==> config.mk <==
export PLATFORM = sky130hd
export DESIGN_NAME = rainbow_wave_key_color_unit
export DESIGN_NICKNAME = d
export VERILOG_FILES = /design/src/hdl/rwkc_pkg.sv /design/src/hdl/rainbow_wave_key_color_unit.sv
export SDC_FILE = /design/constraint.sdc
export NUM_CORES = 2
export LEC_CHECK = 0
export BUFFER_PORTS_ARGS = -buffer_cell sky130_fd_sc_hd__buf_2
export CAP_MARGIN = 30
export CORE_ASPECT_RATIO = 2
export CORE_MARGIN = 2
export CORE_UTILIZATION = 61
export CTS_BUF_LIST = sky130_fd_sc_hd__clkbuf_2 sky130_fd_sc_hd__clkbuf_4 sky130_fd_sc_hd__clkbuf_8
export DETAILED_ROUTE_END_ITERATION = 7
export PLACE_DENSITY = 0.8
export SYNTH_ARGS = -nofsm -noshare
export SYNTH_HDL_FRONTEND = slang
export SYNTH_SLANG_ARGS = --single-unit
==> constraint.sdc <==
create_clock -name clk -period 7.2 [get_ports clk]
set_clock_uncertainty 0.2 [all_clocks]
set_input_delay 0.72 -clock clk [delete_from_list [all_inputs] [get_ports clk]]
set_output_delay 0.72 -clock clk [all_outputs]
set_load 0.01 [all_outputs]
==> src/hdl/rwkc_pkg.sv <==
`timescale 1ns / 1ps
// rwkc_pkg: shared types, register indexes and arithmetic helpers
// for the rainbow wave key color unit; depends on nothing

package rwkc_pkg;

  // keys at or above this index give black
  localparam int unsigned MAX_KEYS = 256;

  localparam int unsigned FRAC_W  = 24;  // phase fraction bits, Q0.24 turns
  localparam int unsigned LEVEL_W = 9;   // Q1.8 levels, 256 = full
  localparam int unsigned CHAN_W  = 8;
  localparam int unsigned CFG_W   = 32;
  localparam int unsigned CIDX_W  = 3;
  localparam int unsigned C16_W   = 17;  // v*s up to 65536
  localparam int unsigned Q40_W   = 41;  // channel value up to 2^40

  typedef enum logic [CIDX_W-1:0] {
    CFG_WAVE_SPEED = 3'd0,
    CFG_WAVE_SCALE = 3'd1,
    CFG_SATURATION = 3'd2,
    CFG_BRIGHTNESS = 3'd3,
    CFG_TINT_COLOR = 3'd4,
    CFG_TINT_EN    = 3'd5,
    CFG_TINT_WGT   = 3'd6
  } cfg_idx_t;

  // hue sector, 60 degrees each
  typedef enum logic [2:0] {
    SEC_RED_YEL = 3'd0,
    SEC_YEL_GRN = 3'd1,
    SEC_GRN_CYN = 3'd2,
    SEC_CYN_BLU = 3'd3,
    SEC_BLU_MAG = 3'd4,
    SEC_MAG_RED = 3'd5
  } sector_t;

  // levels above full clamp to full
  function automatic logic [LEVEL_W-1:0] sat_level(input logic [LEVEL_W-1:0] lvl);
    return lvl[LEVEL_W-1] ? 9'd256 : lvl;
  endfunction

  // (q * 255) >> 40 done as (q << 8) - q, q never exceeds 2^40
  function automatic logic [CHAN_W-1:0] to_byte(input logic [Q40_W-1:0] q);
    logic [Q40_W+7:0] scaled;
    scaled = {q, 8'd0} - {8'd0, q};
    return scaled[Q40_W+6:Q40_W-1];
  endfunction

  // a*(256-w) + b*w, rounded half up, w already clamped to 256
  function automatic logic [CHAN_W-1:0] blend(input logic [CHAN_W-1:0]  a,
                                               input logic [CHAN_W-1:0]  b,
                                               input logic [LEVEL_W-1:0] w);
    logic [LEVEL_W-1:0] wa;
    logic [17:0]        sum;
    wa  = 9'd256 - w;
    sum = 18'(a * wa) + 18'(b * w) + 18'd128;
    return sum[15:8];
  endfunction

endpackage

==> src/hdl/rainbow_wave_key_color_unit.sv <==
`timescale 1ns / 1ps
// rainbow_wave_key_color_unit: per-key rainbow color, hsv to rgb with tint
// depends on rwkc_pkg
//
//  channel  | ports                                   | direction
//  ---------+-----------------------------------------+----------
//  request  | in_valid, in_stall, in_key_index,       | in
//           | in_time_ticks                           |
//  result   | out_valid, out_stall, out_red,          | out
//           | out_green, out_blue                     |
//  config   | cfg_we, cfg_index, cfg_wdata            | in
//
// five register stages: phase products, phase sum and sector split,
// chroma times fraction, channel scaling, tint blend into the output register
// one request per cycle while the result side is not stalled; the 24x24 tick
// product and the 17x25 chroma product set the stage depth
// each stage holds while the one after it is full and stalled, so bubbles
// close up and a waiting result does not block new requests
// synchronous active-low reset empties the pipe and loads register defaults

module rainbow_wave_key_color_unit (
  input  logic                                clk,
  input  logic                                rst_n,
  // request channel
  input  logic                                in_valid,
  output logic                                in_stall,
  input  logic [7:0]                          in_key_index,
  input  logic [31:0]                         in_time_ticks,
  // result channel
  output logic                                out_valid,
  input  logic                                out_stall,
  output logic [rwkc_pkg::CHAN_W-1:0]         out_red,
  output logic [rwkc_pkg::CHAN_W-1:0]         out_green,
  output logic [rwkc_pkg::CHAN_W-1:0]         out_blue,
  // register write port
  input  logic                                cfg_we,
  input  logic [rwkc_pkg::CIDX_W-1:0]         cfg_index,
  input  logic [rwkc_pkg::CFG_W-1:0]          cfg_wdata
);

  import rwkc_pkg::*;

  // ---------------------------------------------------------------- registers
  // only the low 24 bits of speed and scale reach the wrapped phase
  logic [FRAC_W-1:0]  wave_speed_r;
  logic [FRAC_W-1:0]  wave_scale_r;
  logic [LEVEL_W-1:0] sat_lvl_r;
  logic [LEVEL_W-1:0] bri_lvl_r;
  logic [23:0]        tint_color_r;
  logic               tint_en_r;
  logic [LEVEL_W-1:0] tint_wgt_r;

  always_ff @(posedge clk) begin
    if (!rst_n) begin
      wave_speed_r <= '0;
      wave_scale_r <= '0;
      sat_lvl_r    <= 9'd256;
      bri_lvl_r    <= 9'd256;
      tint_color_r <= '0;
      tint_en_r    <= 1'b0;
      tint_wgt_r   <= 9'd128;
    end else if (cfg_we) begin
      case (cfg_index)
        CFG_WAVE_SPEED: wave_speed_r <= cfg_wdata[FRAC_W-1:0];
        CFG_WAVE_SCALE: wave_scale_r <= cfg_wdata[FRAC_W-1:0];
        CFG_SATURATION: sat_lvl_r    <= cfg_wdata[LEVEL_W-1:0];
        CFG_BRIGHTNESS: bri_lvl_r    <= cfg_wdata[LEVEL_W-1:0];
        CFG_TINT_COLOR: tint_color_r <= cfg_wdata[23:0];
        CFG_TINT_EN:    tint_en_r    <= cfg_wdata[0];
        CFG_TINT_WGT:   tint_wgt_r   <= cfg_wdata[LEVEL_W-1:0];
        default: ;  // unknown index, write dropped
      endcase
    end
  end

  // ---------------------------------------------------------------- flow control
  logic s1_v_r, s2_v_r, s3_v_r, s4_v_r, out_v_r;
  logic rdy1, rdy2, rdy3, rdy4, rdy5;

  assign rdy5     = !out_v_r || !out_stall;
  assign rdy4     = !s4_v_r  || rdy5;
  assign rdy3     = !s3_v_r  || rdy4;
  assign rdy2     = !s2_v_r  || rdy3;
  assign rdy1     = !s1_v_r  || rdy2;
  assign in_stall = !rdy1;

  always_ff @(posedge clk) begin
    if (!rst_n) begin
      s1_v_r  <= 1'b0;
      s2_v_r  <= 1'b0;
      s3_v_r  <= 1'b0;
      s4_v_r  <= 1'b0;
      out_v_r <= 1'b0;
    end else begin
      if (rdy1) s1_v_r  <= in_valid;
      if (rdy2) s2_v_r  <= s1_v_r;
      if (rdy3) s3_v_r  <= s2_v_r;
      if (rdy4) s4_v_r  <= s3_v_r;
      if (rdy5) out_v_r <= s4_v_r;
    end
  end

  // ---------------------------------------------------------------- stage 1
  // phase products, wrapped to the fraction (sign bits fall off above bit 23)
  logic [FRAC_W-1:0] s1_pkey_r, s1_pkey_nxt;
  logic [FRAC_W-1:0] s1_ptick_r, s1_ptick_nxt;
  logic              s1_hit_r, s1_hit_nxt;

  always_comb begin
    s1_pkey_nxt  = FRAC_W'(in_key_index * wave_scale_r);
    s1_ptick_nxt = FRAC_W'(in_time_ticks[FRAC_W-1:0] * wave_speed_r);
    s1_hit_nxt   = 32'(in_key_index) < MAX_KEYS;
  end

  always_ff @(posedge clk) begin
    if (rdy1) begin
      s1_pkey_r  <= s1_pkey_nxt;
      s1_ptick_r <= s1_ptick_nxt;
      s1_hit_r   <= s1_hit_nxt;
    end
  end

  // ---------------------------------------------------------------- stage 2
  // phase sum, times six, split into sector and fraction; chroma and floor
  sector_t           s2_sec_r, s2_sec_nxt;
  logic [FRAC_W-1:0] s2_frac_r, s2_frac_nxt;
  logic [C16_W-1:0]  s2_c16_r, s2_c16_nxt;
  logic [C16_W-1:0]  s2_m16_r, s2_m16_nxt;
  logic              s2_hit_r;

  logic [FRAC_W-1:0]  phase;
  logic [FRAC_W+2:0]  p6;
  logic [LEVEL_W-1:0] sat_v, bri_v;

  always_comb begin
    phase       = s1_pkey_r + s1_ptick_r;
    p6          = {1'b0, phase, 2'b00} + {2'b00, phase, 1'b0};
    s2_sec_nxt  = sector_t'(p6[FRAC_W+2:FRAC_W]);
    s2_frac_nxt = p6[FRAC_W-1:0];
    sat_v       = sat_level(sat_lvl_r);
    bri_v       = sat_level(bri_lvl_r);
    s2_c16_nxt  = C16_W'(bri_v * sat_v);
    // v*256 - c, never negative since s is at most full
    s2_m16_nxt  = {bri_v, 8'd0} - s2_c16_nxt;
  end

  always_ff @(posedge clk) begin
    if (rdy2) begin
      s2_sec_r  <= s2_sec_nxt;
      s2_frac_r <= s2_frac_nxt;
      s2_c16_r  <= s2_c16_nxt;
      s2_m16_r  <= s2_m16_nxt;
      s2_hit_r  <= s1_hit_r;
    end
  end

  // ---------------------------------------------------------------- stage 3
  // second component: chroma times rising or falling ramp
  logic [Q40_W-1:0] s3_x40_r, s3_x40_nxt;
  sector_t          s3_sec_r;
  logic [C16_W-1:0] s3_c16_r, s3_m16_r;
  logic             s3_hit_r;

  logic [FRAC_W:0]   ramp;
  logic [Q40_W:0]    xprod;

  always_comb begin
    ramp       = s2_sec_r[0] ? ((FRAC_W+1)'(1) << FRAC_W) - {1'b0, s2_frac_r}
                             : {1'b0, s2_frac_r};
    xprod      = (Q40_W+1)'(s2_c16_r * ramp);
    s3_x40_nxt = xprod[Q40_W-1:0];
  end

  always_ff @(posedge clk) begin
    if (rdy3) begin
      s3_x40_r <= s3_x40_nxt;
      s3_sec_r <= s2_sec_r;
      s3_c16_r <= s2_c16_r;
      s3_m16_r <= s2_m16_r;
      s3_hit_r <= s2_hit_r;
    end
  end

  // ---------------------------------------------------------------- stage 4
  // place components by sector, add the floor, scale to a byte
  logic [CHAN_W-1:0] s4_r_r, s4_r_nxt;
  logic [CHAN_W-1:0] s4_g_r, s4_g_nxt;
  logic [CHAN_W-1:0] s4_b_r, s4_b_nxt;
  logic              s4_hit_r;

  logic [Q40_W-1:0] c40, m40, rq, gq, bq;

  always_comb begin
    c40 = {s3_c16_r, {FRAC_W{1'b0}}};
    m40 = {s3_m16_r, {FRAC_W{1'b0}}};
    rq  = '0;
    gq  = '0;
    bq  = '0;
    case (s3_sec_r)
      SEC_RED_YEL: begin rq = c40;      gq = s3_x40_r; end
      SEC_YEL_GRN: begin rq = s3_x40_r; gq = c40;      end
      SEC_GRN_CYN: begin gq = c40;      bq = s3_x40_r; end
      SEC_CYN_BLU: begin gq = s3_x40_r; bq = c40;      end
      SEC_BLU_MAG: begin rq = s3_x40_r; bq = c40;      end
      default:     begin rq = c40;      bq = s3_x40_r; end
    endcase
    // keys out of range come out black
    s4_r_nxt = s3_hit_r ? to_byte(rq + m40) : '0;
    s4_g_nxt = s3_hit_r ? to_byte(gq + m40) : '0;
    s4_b_nxt = s3_hit_r ? to_byte(bq + m40) : '0;
  end

  always_ff @(posedge clk) begin
    if (rdy4) begin
      s4_r_r   <= s4_r_nxt;
      s4_g_r   <= s4_g_nxt;
      s4_b_r   <= s4_b_nxt;
      s4_hit_r <= s3_hit_r;
    end
  end

  // ---------------------------------------------------------------- stage 5
  // optional tint blend into the output register
  logic [CHAN_W-1:0]  out_red_r, out_red_nxt;
  logic [CHAN_W-1:0]  out_green_r, out_green_nxt;
  logic [CHAN_W-1:0]  out_blue_r, out_blue_nxt;
  logic [LEVEL_W-1:0] tint_w;
  logic               do_tint;

  always_comb begin
    tint_w        = sat_level(tint_wgt_r);
    do_tint       = tint_en_r && s4_hit_r;
    out_red_nxt   = do_tint ? blend(s4_r_r, tint_color_r[23:16], tint_w) : s4_r_r;
    out_green_nxt = do_tint ? blend(s4_g_r, tint_color_r[15:8], tint_w)  : s4_g_r;
    out_blue_nxt  = do_tint ? blend(s4_b_r, tint_color_r[7:0], tint_w)   : s4_b_r;
  end

  always_ff @(posedge clk) begin
    if (rdy5) begin
      out_red_r   <= out_red_nxt;
      out_green_r <= out_green_nxt;
      out_blue_r  <= out_blue_nxt;
    end
  end

  assign out_valid = out_v_r;
  assign out_red   = out_red_r;
  assign out_green = out_green_r;
  assign out_blue  = out_blue_r;

  // ---------------------------------------------------------------- assertions
  // an empty first stage always takes a request
  a_take_when_empty: assert property (@(posedge clk) disable iff (!rst_n)
    !s1_v_r |-> !in_stall)
    else $error("request refused with empty first stage");

  // the sector split never leaves the six hue sectors
  a_sector_range: assert property (@(posedge clk) disable iff (!rst_n)
    s2_v_r |-> (s2_sec_r <= SEC_MAG_RED))
    else $error("hue sector out of range");

  // out-of-range keys are black before the tint stage
  a_black_miss: assert property (@(posedge clk) disable iff (!rst_n)
    (s4_v_r && !s4_hit_r) |-> (s4_r_r == '0 && s4_g_r == '0 && s4_b_r == '0))
    else $error("out-of-range key not black");

  // a result waiting behind a stalled output stays in stage four
  a_hold_behind_stall: assert property (@(posedge clk) disable iff (!rst_n)
    (out_v_r && out_stall && s4_v_r) |=> (s4_v_r && $stable(s4_r_r)))
    else $error("stage four lost data under stall");

endmodule

# --- Word level (Yosys, flattened, before mapping) ---
# Cells that the tools add are included.
op_classes:
  reduce_logical: 27
  mux: 10
  eq_ne: 10
  multipliers: 10
  add_sub_neg: 17
ops:
  columns: ["cell", "count"]
  rows:
  - ["41-bit one-hot mux with 2 select lines", 3]
  - ["48-bit by 41-bit subtractor with 48-bit output", 3]
  - ["41-bit adder", 3]
  - ["8-bit by 9-bit multiplier with 16-bit output", 6]
  - ["16-bit adder", 3]
  - ["16-bit by 8-bit adder with 16-bit output, second input constant", 3]
  - ["17-bit by 25-bit multiplier with 41-bit output", 1]
  - ["26-bit by 25-bit adder with 27-bit output", 1]
  - ["9-bit 2-to-1 mux", 3]
  - ["25-bit 2-to-1 mux", 1]
  - ["25-bit by 24-bit subtractor with 25-bit output, first input constant", 1]
  - ["24-bit adder", 1]
  - ["24-bit by 24-bit multiplier with 24-bit output", 1]
  - ["8-bit by 24-bit multiplier with 24-bit output", 1]
  - ["8-bit 2-to-1 mux", 3]
  - ["9-bit by 9-bit multiplier with 17-bit output", 1]
  - ["17-bit subtractor", 1]
  - ["2-bit AND reduction", 7]
  - ["3-bit by 2-bit == test with 1-bit output, second input constant", 4]
  - ["3-bit == test, second input constant", 4]
  - ["2-bit OR reduction", 6]
  - ["9-bit subtractor, first input constant", 1]
  - ["1-bit zero test", 7]
  - ["3-bit by 1-bit == test with 1-bit output, second input constant", 2]
  - ["2 further kinds", 7]
word_totals:
  elab_cells: 102
  register_bits: 340
  input_bits: 80

# --- Longest topological paths before layout ---
logic_depth:
  word_depth: 7
  depth_mapped: 33
  ltp_nobuf: 31

# --- Least setup slack after synthesis ---
# OpenSTA, ideal clock, no wires.
synth_path:
  kind: "flip-flop to flip-flop"
  start: "register s2_frac_r[1]"
  end: "register s3_x40_r[39] (data pin)"
  path_stages_with_launch: 32
  t_arrival_ns: 7.502
  path_slack_ns: -0.761
  synth_period_minus_slack_ns: 7.961
  path_buffers: 2
  cell_sequence: "edfxtp_1 > buf_2 > inv_1 > ha_1 > nand2b_1 > or3_1 > o41ai_1 > xnor2_1 > clkbuf_1 > nand2_1 > fa_1 > fa_1 > inv_1 > fa_1 > inv_1 > fa_1 > inv_1 > fa_1 > inv_1 > fa_1 > inv_1 > ha_1 > and4_1 > o21ai_0 > a21oi_1 > o41ai_2 > o31ai_2 > a21boi_1 > and4b_1 > o31ai_1 > o221ai_1 > xnor2_1"
synth_between:
  elab_chain_len: 3
synth_lines:
  columns: ["element", "line_no", "text"]
  rows:
  - ["start, declared", "rainbow_wave_key_color_unit.sv:126", "logic [FRAC_W-1:0] s2_frac_r, s2_frac_nxt;"]
  - ["start signal, assigned", "rainbow_wave_key_color_unit.sv:150", "s2_frac_r <= s2_frac_nxt;"]
  - ["25-bit by 24-bit subtractor with 25-bit output", "rainbow_wave_key_color_unit.sv:168", "ramp = s2_sec_r[0] ? ((FRAC_W+1)'(1) << FRAC_W) - {1'b0, s2_frac_r}"]
  - ["25-bit 2-to-1 mux (*)", "rainbow_wave_key_color_unit.sv:168", null]
  - ["17-bit by 25-bit multiplier with 41-bit output (*)", "rainbow_wave_key_color_unit.sv:170", "xprod = (Q40_W+1)'(s2_c16_r * ramp);"]
  - ["named net xprod[39]", "rainbow_wave_key_color_unit.sv:165", "logic [Q40_W:0] xprod;"]
  - ["end signal, assigned", "rainbow_wave_key_color_unit.sv:176", "s3_x40_r <= s3_x40_nxt;"]
  - ["end, declared", "rainbow_wave_key_color_unit.sv:159", "logic [Q40_W-1:0] s3_x40_r, s3_x40_nxt;"]
# The timed path passes the listed nets; every way through them passes the cells marked *.
# A chain may end at the register's enable or synchronous reset.

# --- Worst setup path after layout ---
layout_path:
  start: "register s2_frac_r[2]"
  end: "register s3_x40_r[37] (data pin)"
# Same word-level chain as after synthesis.

==> impl_metrics.csv <==
group,metric,value,unit
outcome,violations,"negative setup slack",
routing,wl_per_cell,21.0,um
floorplanning,die_area,106000,um2
clock_tree,cts_hold_buf,0,
clock_tree,insertion_delay,0.75,ns
clock_tree,path_clk_slew,0.07,ns
routing,drtPass1Iterations,6,
clock_tree,cts_tree,"yes",
placement,gp_congestion,1.00,
synthesis,synth_top_flop_cell,"edfxtp_1",
placement,pre_cts_ws,-0.872,ns
outcome,outcome,"complete, but fails checks",
global_route,globalRouteOverflowTotal,0,
global_route,grtUsageTotal,0.350,
routing,vias,50900,
global_route,antenna_found_initial,7,
synthesis,synth_nets,8744,
synthesis,synth_commonest_cells,"1290 x inv_1, 1069 x nand2_1, 1021 x fa_1",
timing,fmax,129,MHz
pwr,power.density,242,nW/um2
synthesis,synthTopCellsByArea,"fa_1 32%, ha_1 13%, edfxtp_1 11%",
worst_setup_path,slowest_stage,"fa_1",
layout,fin_nets,9054,
run,cap_violations,0,
timing,finalSetupTns,-7.04,ns
timing,slew_headroom,0.319,
floorplanning,placementRows,167,
clock_tree,cts_max_level,2,
pwr,p_leak,34.3,nW
synthesis,synth_cell_types,90,
clock_tree,cts_root_buf,"clkbuf_8",
worst_setup_path,crit_path_start_kind,"flop",
worst_setup_path,required,7.48,ns
worst_setup_path,slowest_delay,0.53,ns
routing,first_iter_violations,3127,
timing,period_minus_slack,7.76,ns
layout,finalNonFillerCells,8699,
floorplanning,ioPinCount,106,
clock_tree,cts.sinks,336,
placement,dpl.hpwl,152000,um
global_route,grt_max_degree,106,
timing,worstMarginPinSlew,1.02,ns
placement,dp.cells,8544,
timing,hold_violations,0,
routing,viasPerCell,5.85,
synthesis,synth_top_area_cell,"fa_1",
clock_tree,cts_buffer_depth,3,
worst_setup_path,crit_path_max_fanout,6,
global_route,grt_pass1_vias,56700,
timing,layout_worst_path_cycle_share,1.08,
timing,finalSetupViolCount,21,
floorplanning,start_util,0.612,
routing,wl,183000,um
global_route,grt_pass1_wl,287000,um
timing,worst_hold_slack,0.102,ns
synthesis,yosysWarnings,0,
floorplanning,die_h,459,um
pwr,power,17.0,mW
synthesis,synthesis.area,63200,um2
synthesis,post_synth.cell_area_avg,9.04,um2
placement,portBuffers,89,
synthesis,synth_seq_cells,336,
routing,ant_nets,0,
worst_setup_path,endpoint_kind,"flop",
timing,drv_slew,0,
synthesis,async_reset_ff_frac,0,
worst_setup_path,crit_top_cell,"fa_1",
floorplanning,die_w,232,um
worst_setup_path,critPathArrivalTime,8.04,ns
synthesis,syn_inst,6990,
pwr,ir_worst_vdd,0.272,mV
worst_setup_path,criticalPathCategory,"reg2reg",
layout,syn_to_final_growth,11.3,%
layout,layout-drive-gt1-share,0.120,
timing,rsz0062_at_grt,"true",
floorplanning,core,103000,um2
synthesis,synth_top_area_frac,0.323,
timing,fin_ws,-0.559,ns
routing,drc,0,
synthesis,yosysSeqAreaShare,0.143,
synthesis,yosysMostFrequentCell,"inv_1",
worst_hold_path,hp-class,"in2reg",
clock_tree,cts_buffers,52,
synthesis,synth_edf_count,231,
-- stage by stage --
stage,utilization,cell area [um2]
floorplan,-,63600
CTS,0.675,69700
finish,0.682,70400
global placement,0.657,67800
global route,0.682,70400
detailed placement,0.657,67800
-- cells in the final DEF (no fill, tap or decap), types with 115 or more instances in the layout --
cell	instances
a21o_1	115
a21oi_1	165
and2_1	657
buf_4	384
edfxtp_1	231
fa_1	1010
ha_1	632
inv_1	1272
nand2_1	1050
nor2_1	177
xnor2_1	230
-- state kept, by name (all words and copies together) (netlist names), 17 cells and up --
register and cells:
s1_pkey_r 24, s1_ptick_r 24, s2_c16_r 17, s2_frac_r 23, s3_c16_r 17, s3_x40_r 40, tint_color_r 24, wave_scale_r 24
wave_speed_r 24
-- per-layer routing --
layer | routed length [um] | track usage
met2 | 95800 | 0.646
met1 | 53600 | 0.312
met5 | 23 | 0
met4 | 22300 | 0.349
met3 | 11000 | 0.0563
-- path summary, 6_finish.rpt --
| check | cells after the start | end | start | slack (ns) |
|---|---|---|---|---|
| worst max-delay path | 26 | s3_x40_r[37] | s2_frac_r[2] | -0.56 |
| worst min-delay path | 2 | s1_v_r | in_valid | 0.10 |
| worst max register to register | 26 | s3_x40_r[37] | s2_frac_r[2] | -0.56 |
| worst min register to register | 0 | s3_m16_r[4] | s2_m16_r[4] | 0.21 |
-- layout make-up --
cell class | count | area [um2]
Sequential cell | 336 | 9040
Antenna cell | 3 | 7.51
Timing Repair Buffer | 532 | 4180
Fill cell | 7879 | 32900
Inverter | 1292 | 4850
Clock buffer | 68 | 861
Clock inverter | 30 | 323
Multi-Input combinational cell | 5086 | 49400
Tap cell | 1352 | 1690
-- where the power goes --
group          total, mW  switching (mW)  internal, mW
registers           3.06           0.451          2.61
logic               12.1            6.86          5.26
clock network       1.86           0.875         0.984
total               17.0            8.18          8.86
-- kinds of logic (layout without fill, tap and decap cells) --
kind of cell,Yosys count,count (layout),share of synthesized area
AOI/OAI and AO/OA,791,791,0.0870
muxes,24,24,0.00416
adders and majority gates,1674,1674,0.453
buffers and inverters,1568,1922,0.0935
DFF,336,336,0.143
other,0,3,0
xor gates and xnor gates,325,325,0.0451
and+or+nand+nor,2272,2272,0.175
-- critical path: cells and delay by family (launching register included) --
kind / cells / cell delay (ns)
fa+ha+maj: 7 / 3.13
xor+xnor: 2 / 0.34
compound gates: 4 / 1.00
flops: 1 / 0.39
simple gates: 8 / 1.98
buf+inv: 5 / 0.48
-- timing repair --
action | in CTS | in global routing
endpoints found under the setup margin | 36 | 40
pin swaps | 82 | 117
hold endpoints to repair | 0 | 0
resized for setup | 104 | 113
gates cloned | 0 | 1
setup buffers | 25 | 32
(Power assumes the default switching activity.)
